File: config.mk
export PLATFORM = sky130hd
export DESIGN_NAME = ldpm_norm
export DESIGN_NICKNAME = d
export VERILOG_FILES = /design/src/rtl/ldpm_pkg.sv /design/src/rtl/ldpm_norm.sv
export SDC_FILE = /design/constraint.sdc
export NUM_CORES = 2
export LEC_CHECK = 0
export BUFFER_PORTS_ARGS = -buffer_cell sky130_fd_sc_hd__buf_4
export CORE_UTILIZATION = 58
export DETAILED_ROUTE_END_ITERATION = 12
export GPL_ROUTABILITY_DRIVEN = 0
export HOLD_SLACK_MARGIN = 0.05
export PLACE_DENSITY = 0.74
export SETUP_SLACK_MARGIN = 0.2
export SYNTH_ARGS = -nofsm -noshare
export SYNTH_HDL_FRONTEND = slang
export SYNTH_SLANG_ARGS = --single-unit
File: constraint.sdc
create_clock -name clk -period 17.9 [get_ports clk]
set_input_delay 2.685 -clock clk [delete_from_list [all_inputs] [get_ports clk]]
set_output_delay 2.685 -clock clk [all_outputs]
set_load 0.01 [all_outputs]
File: src/rtl/ldpm_pkg.sv
// Shared widths, constants and types for the lens distortion point mapper.
`timescale 1ns / 1ps
package ldpm_pkg;

  localparam int PIX_W      = 16;
  localparam int OUT_W      = 18;
  localparam int COEF_W     = 24;
  localparam int NORM_W     = 20;
  localparam int QUO_W      = 19;
  localparam int CFG_IDX_W  = 3;
  localparam int CFG_DATA_W = 32;

  localparam int ONE_Q16    = 65536;
  localparam int NORM_LIMIT = 262144;
  localparam int OUT_MAX    = 131071;
  localparam int OUT_MIN    = -131072;

  localparam logic [PIX_W-1:0] FOCAL_RESET = 16'd16384;

  typedef enum logic [CFG_IDX_W-1:0] {
    REG_FOCAL_X   = 3'd0,
    REG_FOCAL_Y   = 3'd1,
    REG_PRINCIPAL = 3'd2,
    REG_K1        = 3'd3,
    REG_K2        = 3'd4,
    REG_K3        = 3'd5,
    REG_P1        = 3'd6,
    REG_P2        = 3'd7
  } cfg_reg_e;

  // normalised coordinate pair, Q.16
  typedef struct packed {
    logic signed [NORM_W-1:0] x;
    logic signed [NORM_W-1:0] y;
    logic                     hit;
  } norm_item_t;

  typedef struct packed {
    logic signed [COEF_W-1:0] k1;
    logic signed [COEF_W-1:0] k2;
    logic signed [COEF_W-1:0] k3;
    logic signed [COEF_W-1:0] p1;
    logic signed [COEF_W-1:0] p2;
  } coeff_t;

endpackage

File: src/rtl/ldpm_norm.sv
// Normalisation: centre offset and pipelined restoring division by the focal lengths.
`timescale 1ns / 1ps
module ldpm_norm
  import ldpm_pkg::*;
(
  input  logic             clk,
  input  logic             rst,
  input  logic             in_valid,
  output logic             in_ready,
  input  logic [PIX_W-1:0] pix_x,
  input  logic [PIX_W-1:0] pix_y,
  input  logic [PIX_W-1:0] fx,
  input  logic [PIX_W-1:0] fy,
  input  logic [PIX_W-1:0] cx,
  input  logic [PIX_W-1:0] cy,
  output logic             out_valid,
  input  logic             out_ready,
  output norm_item_t       out_item
);

  typedef struct packed {
    logic [PIX_W-1:0] rem;
    logic [QUO_W-1:0] dvd;
    logic [QUO_W-1:0] quo;
    logic             neg;
    logic             ovf;
  } div_lane_t;

  localparam int LAST = QUO_W + 1;

  function automatic div_lane_t div_prep(logic [PIX_W-1:0] pix, logic [PIX_W-1:0] c,
                                         logic [PIX_W-1:0] f);
    logic [PIX_W:0]   d;
    logic [PIX_W-1:0] mag;
    div_lane_t        r;
    d     = {1'b0, pix} - {1'b0, c};
    mag   = d[PIX_W] ? PIX_W'(-d) : d[PIX_W-1:0];
    r.neg = d[PIX_W];
    // quotient would need a 20th bit: |d| >= 8f
    r.ovf = {3'b000, mag} >= {f, 3'b000};
    r.rem = {3'b000, mag[PIX_W-1:3]};
    r.dvd = {mag[2:0], 16'h0000};
    r.quo = '0;
    return r;
  endfunction

  function automatic div_lane_t div_step(div_lane_t a, logic [PIX_W-1:0] f);
    logic [PIX_W:0] trial;
    div_lane_t      r;
    trial = {a.rem, a.dvd[QUO_W-1]};
    r     = a;
    r.dvd = {a.dvd[QUO_W-2:0], 1'b0};
    if (trial >= {1'b0, f}) begin
      r.rem = PIX_W'(trial - {1'b0, f});
      r.quo = {a.quo[QUO_W-2:0], 1'b1};
    end else begin
      r.rem = trial[PIX_W-1:0];
      r.quo = {a.quo[QUO_W-2:0], 1'b0};
    end
    return r;
  endfunction

  function automatic logic signed [NORM_W-1:0] div_final(div_lane_t a, output logic hit);
    logic [QUO_W-1:0] q;
    hit = a.ovf || (a.quo > QUO_W'(NORM_LIMIT));
    q   = hit ? QUO_W'(NORM_LIMIT) : a.quo;
    return a.neg ? -$signed({1'b0, q}) : $signed({1'b0, q});
  endfunction

  div_lane_t  lx [QUO_W+1];
  div_lane_t  ly [QUO_W+1];
  logic       v   [LAST+1];
  logic       rdy [LAST+2];
  norm_item_t fin_item;
  logic       hit_x;
  logic       hit_y;

  always_comb begin
    rdy[LAST+1] = out_ready;
    for (int k = LAST; k >= 0; k--) begin
      rdy[k] = !v[k] || rdy[k+1];
    end
  end

  assign in_ready = rdy[0];

  always_ff @(posedge clk) begin
    if (rst) begin
      for (int k = 0; k <= LAST; k++) begin
        v[k] <= 1'b0;
      end
    end else begin
      if (rdy[0]) begin
        v[0] <= in_valid;
      end
      for (int k = 1; k <= LAST; k++) begin
        if (rdy[k]) begin
          v[k] <= v[k-1];
        end
      end
    end
  end

  always_ff @(posedge clk) begin
    if (rdy[0]) begin
      lx[0] <= div_prep(pix_x, cx, fx);
      ly[0] <= div_prep(pix_y, cy, fy);
    end
  end

  for (genvar g = 1; g <= QUO_W; g++) begin : g_step
    always_ff @(posedge clk) begin
      if (rdy[g]) begin
        lx[g] <= div_step(lx[g-1], fx);
        ly[g] <= div_step(ly[g-1], fy);
      end
    end
  end

  always_comb begin
    fin_item.x   = div_final(lx[QUO_W], hit_x);
    fin_item.y   = div_final(ly[QUO_W], hit_y);
    fin_item.hit = hit_x || hit_y;
  end

  always_ff @(posedge clk) begin
    if (rdy[LAST]) begin
      out_item <= fin_item;
    end
  end

  assign out_valid = v[LAST];

  a_norm_bound: assert property (@(posedge clk) disable iff (rst)
    out_valid |-> (out_item.x <= NORM_W'(NORM_LIMIT) && out_item.x >= -NORM_W'(NORM_LIMIT)
                && out_item.y <= NORM_W'(NORM_LIMIT) && out_item.y >= -NORM_W'(NORM_LIMIT)))
    else $error("normalised coordinate beyond limit");

  a_norm_take: assert property (@(posedge clk) disable iff (rst)
    in_valid && in_ready |=> v[0])
    else $error("accepted beat not held in first stage");

  a_norm_rst: assert property (@(posedge clk)
    rst |=> !out_valid)
    else $error("output valid after reset");

endmodule

== After elaboration in Yosys (flattened, before gate mapping) ==
Memories as Yosys holds them, arrays and structs flattened.
Cells that the tools add are included.

* Bitwise logic cells: 21
* Muxes and demuxes: 264
* Order comparisons: 42
* Reduce and logical (&&, ||, !) cells: 45
* Add/subtract/negate cells: 44

{| class="wikitable"
|+ Operators with widths
! operator !! count
|-
| $mux W16 || 78
|-
| $mux W19 || 42
|-
| $ge A17 B16 Y1 || 38
|-
| $sub A16 B16 Y16 || 38
|-
| $mux W1 || 144
|-
| $neg A19 Y20 || 2
|-
| $ge A16 B19 Y1 || 2
|-
| $gt A19 B19 Y1 const B || 2
|-
| $sub A16 B16 Y17 || 2
|-
| $neg A16 Y16 || 2
|-
| $logic_or A1 B1 Y1 || 24
|-
| $logic_not A1 Y1 || 21
|-
| $or A1 B1 Y1 || 21
|}

* Memories kept: 3
* Output and inout port bits: 43
* Bits in writable memories: 2221
* Logic and storage cells: 424
* Flip-flop bits (word level): 41
* Input port bits: 100

{| class="wikitable"
|+ Memory list
! memory !! words !! width !! rd ports !! clocked after Yosys merged registers in !! wr ports !! RTL line !! text
|-
| lx || 20 || 55 || 20 || 0 || 20 || ldpm_norm.sv:70 || <nowiki>div_lane_t lx [QUO_W+1];</nowiki>
|-
| ly || 20 || 55 || 20 || 0 || 20 || ldpm_norm.sv:71 || <nowiki>div_lane_t ly [QUO_W+1];</nowiki>
|-
| v || 21 || 1 || 21 || 0 || 21 || ldpm_norm.sv:72 || <nowiki>logic v [LAST+1];</nowiki>
|}

== Longest topological paths before layout ==
An unclocked memory read counts as a cell.

* Depth after elaboration: 27
* Mapped depth: 24
* Depth with buffers taken out: 24

== Worst setup path before layout ==
No wires, ideal clock.

* Path kind: input-to-output
* From: in out_ready
* To: out in_ready
* Required time: 15215 ps
* Buffers on the path: 1
* Setup slack: 9042 ps
* Stages on the path: 11
* Arrival time: 6173 ps
* Cells stage by stage: nor2b_1 > nand2_1 > nor2_1 > and2_1 > and3_1 > and4_1 > and2_1 > and3_1 > and3_1 > clkbuf_1 > nand2_1

{| class="wikitable"
|+ RTL lines
! item !! RTL line !! text
|-
| start: declaration || ldpm_norm.sv:17 || <nowiki>input logic out_ready,</nowiki>
|-
| end: declaration || ldpm_norm.sv:9 || <nowiki>output logic in_ready,</nowiki>
|}

==> metrics.yaml <==
outcome:
  outcome: "completed"
critical_path:
  timing.critical_path.cells: "buf_4, nor2b_1, nand2_2, nor2_1, and2_1, and3_1, and4_1, and2_1, and3_1, and3_1, nand2_2, buf_4, buf_4"
  standard_cell_with_the_maximum_stage_delay_on_the_critical_path: "sky130_fd_sc_hd__nand2_2"
  rrSetupSlack_ps: 12970
  end_kind: "output pin"
  worstPathMaxFanout: 45
  rr_worst_depth: 10
  timing.rr.start: "v[2][4]$_SDFFCE_PP0P_"
  critical_path_required_ps: 15210
  timing.critical_path.arrival_ps: 6760
  capture_instance_of_the_worst_register_to_register_path: "v[0][2]$_SDFFCE_PN0P_"
  critical_path.startpoint_type: "primary input"
  largest_stage_delay_on_the_critical_path_ps: 600
  worstSetupPathType: "primary input to output pin"
  setup.worst_path.start: "out_ready"
clock_network:
  cts-root-to-sink-buffers: 3
  cts_root_buffer: "sky130_fd_sc_hd__clkbuf_16"
  postCtsSetupBuffers: 0
  numCtsBuffers: 118
  worst_skew_pair.late_latency_ps: 720
  htree_levels: 3
  clock_tree_from_tritoncts: "yes"
  cts.sinks: 1136
  post_cts_resize_count: 0
  cts.hold.buffers_added: 0
  clk_pin_slew_worst_paths_ps: 60
final_layout:
  syn_to_final_growth_pct: 10.2
  n_antenna_cell: 0
  layout.cells.most_common_list: "sky130_fd_sc_hd__edfxtp_1, sky130_fd_sc_hd__ha_1, sky130_fd_sc_hd__nand2_1, sky130_fd_sc_hd__o21ai_0, sky130_fd_sc_hd__a21oi_1"
  layout_net_count: 7180
  mostFrequentLayoutCell: "sky130_fd_sc_hd__edfxtp_1"
  layout-drive-gt1-share_pct: 9.88
timing:
  timing.final.crit_share_pct: 52.8
  finalClockSkew_ps: 26.5
  fin_setup_tns_ps: 0
  max_slew_margin_pct: 16.5
  timing.final.setup_violations: 0
  max_freq_mhz: 106
  final-max-slew-violation-count: 0
  period_needed_ps: 9450
  grt_setup_unrepaired: "false"
  finalHoldViolations: 0
  timing_worst_slew_pin_value_ps: 1250
  timing.hold.ws_ps: 402
global_route:
  pin_count_of_the_biggest_net_entering_global_routing: 73
  grt_pass1_wl_mm: 242
  globalRouteOverflowTotal: 0
  initial_antenna_violation_count: 0
  track_usage_pct: 24.9
  grt_pass1_vias: 46500
routing:
  detailroute.via_count: 48400
  dr.first_iter.drc_count: 3647
  drt_wl_total_mm: 152
  postRouteAntennaNets: 0
  first_pass_iters: 6
  route.detailed.vias_per_inst: 6.04
  wire_per_inst_um: 18.9
  post_route_drc: 0
floorplan:
  core_area_mm2: 0.118
  row_count: 126
  io_pins: 143
  initial_utilization_pct: 58.5
  die_width_um: 347
  die_area_mm2: 0.121
  floorplan.die.height_um: 347
synthesis:
  synth_compound_gate_area_share_pct: 14.1
  synthArstFlopShare_pct: 0
  adder_cell_area_share_of_the_yosys_netlist_pct: 13.1
  synth_top_cell_area_share_pct: 49.3
  avgSynthCellArea_um2: 11.2
  synth.largest_area_cell: "sky130_fd_sc_hd__edfxtp_1"
  muxShareOfSynthArea_pct: 3.46
  synth_flop_cell: "sky130_fd_sc_hd__edfxtp_1"
  post_synth_xor_area_fraction_pct: 5.81
  combinational_family_with_the_most_area_after_synthesis: "compound AO/OA/AOI/OAI gates"
  synth-seq-area-share_pct: 49.3
  synth_enable_flop_cells: 1136
  number_of_unique_standard_cell_types_used_by_synthesis: 75
  synth_simple_gate_area_share_pct: 11.9
  mapped_cells: 6172
  syn-cell-area_mm2: 0.0692
  synth-seq-cells: 1136
  postSynthNetCount: 6974
  yosys_warnings: 0
  synth.top_cells.by_area: "sky130_fd_sc_hd__edfxtp_1, sky130_fd_sc_hd__ha_1, sky130_fd_sc_hd__o21ai_0, sky130_fd_sc_hd__xor2_1, sky130_fd_sc_hd__mux2_2"
placed_design:
  dp_hpwl_mm: 105
  place.port_buffers: 142
pwr:
  p_per_area_mw_per_mm2: 188
  power_leakage_nw: 31.1
  ir_worst_vdd_uv: 102
hold_path:
  worstHoldPathType: "flip-flop to flip-flop"
  hold_path_depth: 0
  whs_endpoint: "ly[3][125]$_DFFE_PP_"
  min_from: "ly[3][69]$_DFFE_PP_"
flow_run:
  drv.max_cap_violation_count: 0
## worst max-delay path: cells and delay by family
family,cells,cell delay (ps)
buffers and inverters,3,620
and+or+nand+nor,10,3410
## worst max-delay path by stage
stage / to / slack, ps / depth (start not counted)
2_1_floorplan: in_ready / 9040 / 11
3_3_place_gp: in_ready / 8570 / 13
3_5_place_dp: in_ready / 8500 / 13
4_1_cts: in_ready / 8410 / 13
5_1_grt: in_ready / 8100 / 13
6_report: in_ready / 8450 / 13
## synthesized netlist by cell type (145+ instances only)
cell type,instances
sky130_fd_sc_hd__a21o_1,207
sky130_fd_sc_hd__nand2_1,467
sky130_fd_sc_hd__xnor2_1,213
sky130_fd_sc_hd__xor2_1,246
sky130_fd_sc_hd__ha_1,664
sky130_fd_sc_hd__edfxtp_1,1136
sky130_fd_sc_hd__o21ai_0,455
sky130_fd_sc_hd__a21oi_1,378
sky130_fd_sc_hd__inv_1,295
sky130_fd_sc_hd__nor3_1,145
sky130_fd_sc_hd__nor2b_1,172
sky130_fd_sc_hd__nor2_1,331
sky130_fd_sc_hd__mux2_2,187
## layout make-up
type	instances	area, um^2
sequential	1136	34100
fill	8971	42000
multi-input combinational	4626	33600
inverter	297	1110
timing repair buffer	199	1490
clock buffer	134	3010
clock inverter	87	957
tap	1536	1920
## metal layers
layer	GRT usage, %	wire length [um]	vias up
li1	-	-	23700
met1	33.9	66900	22900
met5	0	0	-
met2	41.5	70900	1473
met3	3.04	8950	329
met4	8.50	5060	0
## power breakdown
part           internal [mW]  switching (mW)  total [mW]
combinational           2.95            3.61        6.56
clock                   1.46            1.06        2.51
sequential              4.64           0.613        5.25
## registers in the layout (all words and copies together) (netlist names)
signal / cells
v: 21
out_item: 41
ly: 537
lx: 537
## cells by family after synthesis
logic type | count (synthesis)
AOI/OAI and AO/OA | 1583
xor gates and xnor gates | 459
adders and majority gates | 702
buffers and inverters | 410
DFF | 1136
muxes | 215
and+or+nand+nor | 1667
## metrics by stage
step | setup slack [ps] | std cells | power, mW | area (um^2) | utilization [%]
finish | 8450 | 8015 | 14.3 | 76200 | 64.5
global route | 8100 | 8015 | 15.3 | 76200 | 64.5
CTS | 8410 | 8015 | 14.3 | 76200 | 64.5
detailed placement | 8500 | 7794 | 11.7 | 72300 | 61.1
global placement | 8570 | 7794 | 11.5 | 72300 | 61.1
floorplan | 9040 | 6172 | 10.2 | 69200 | -
(Power assumes the default switching activity.)
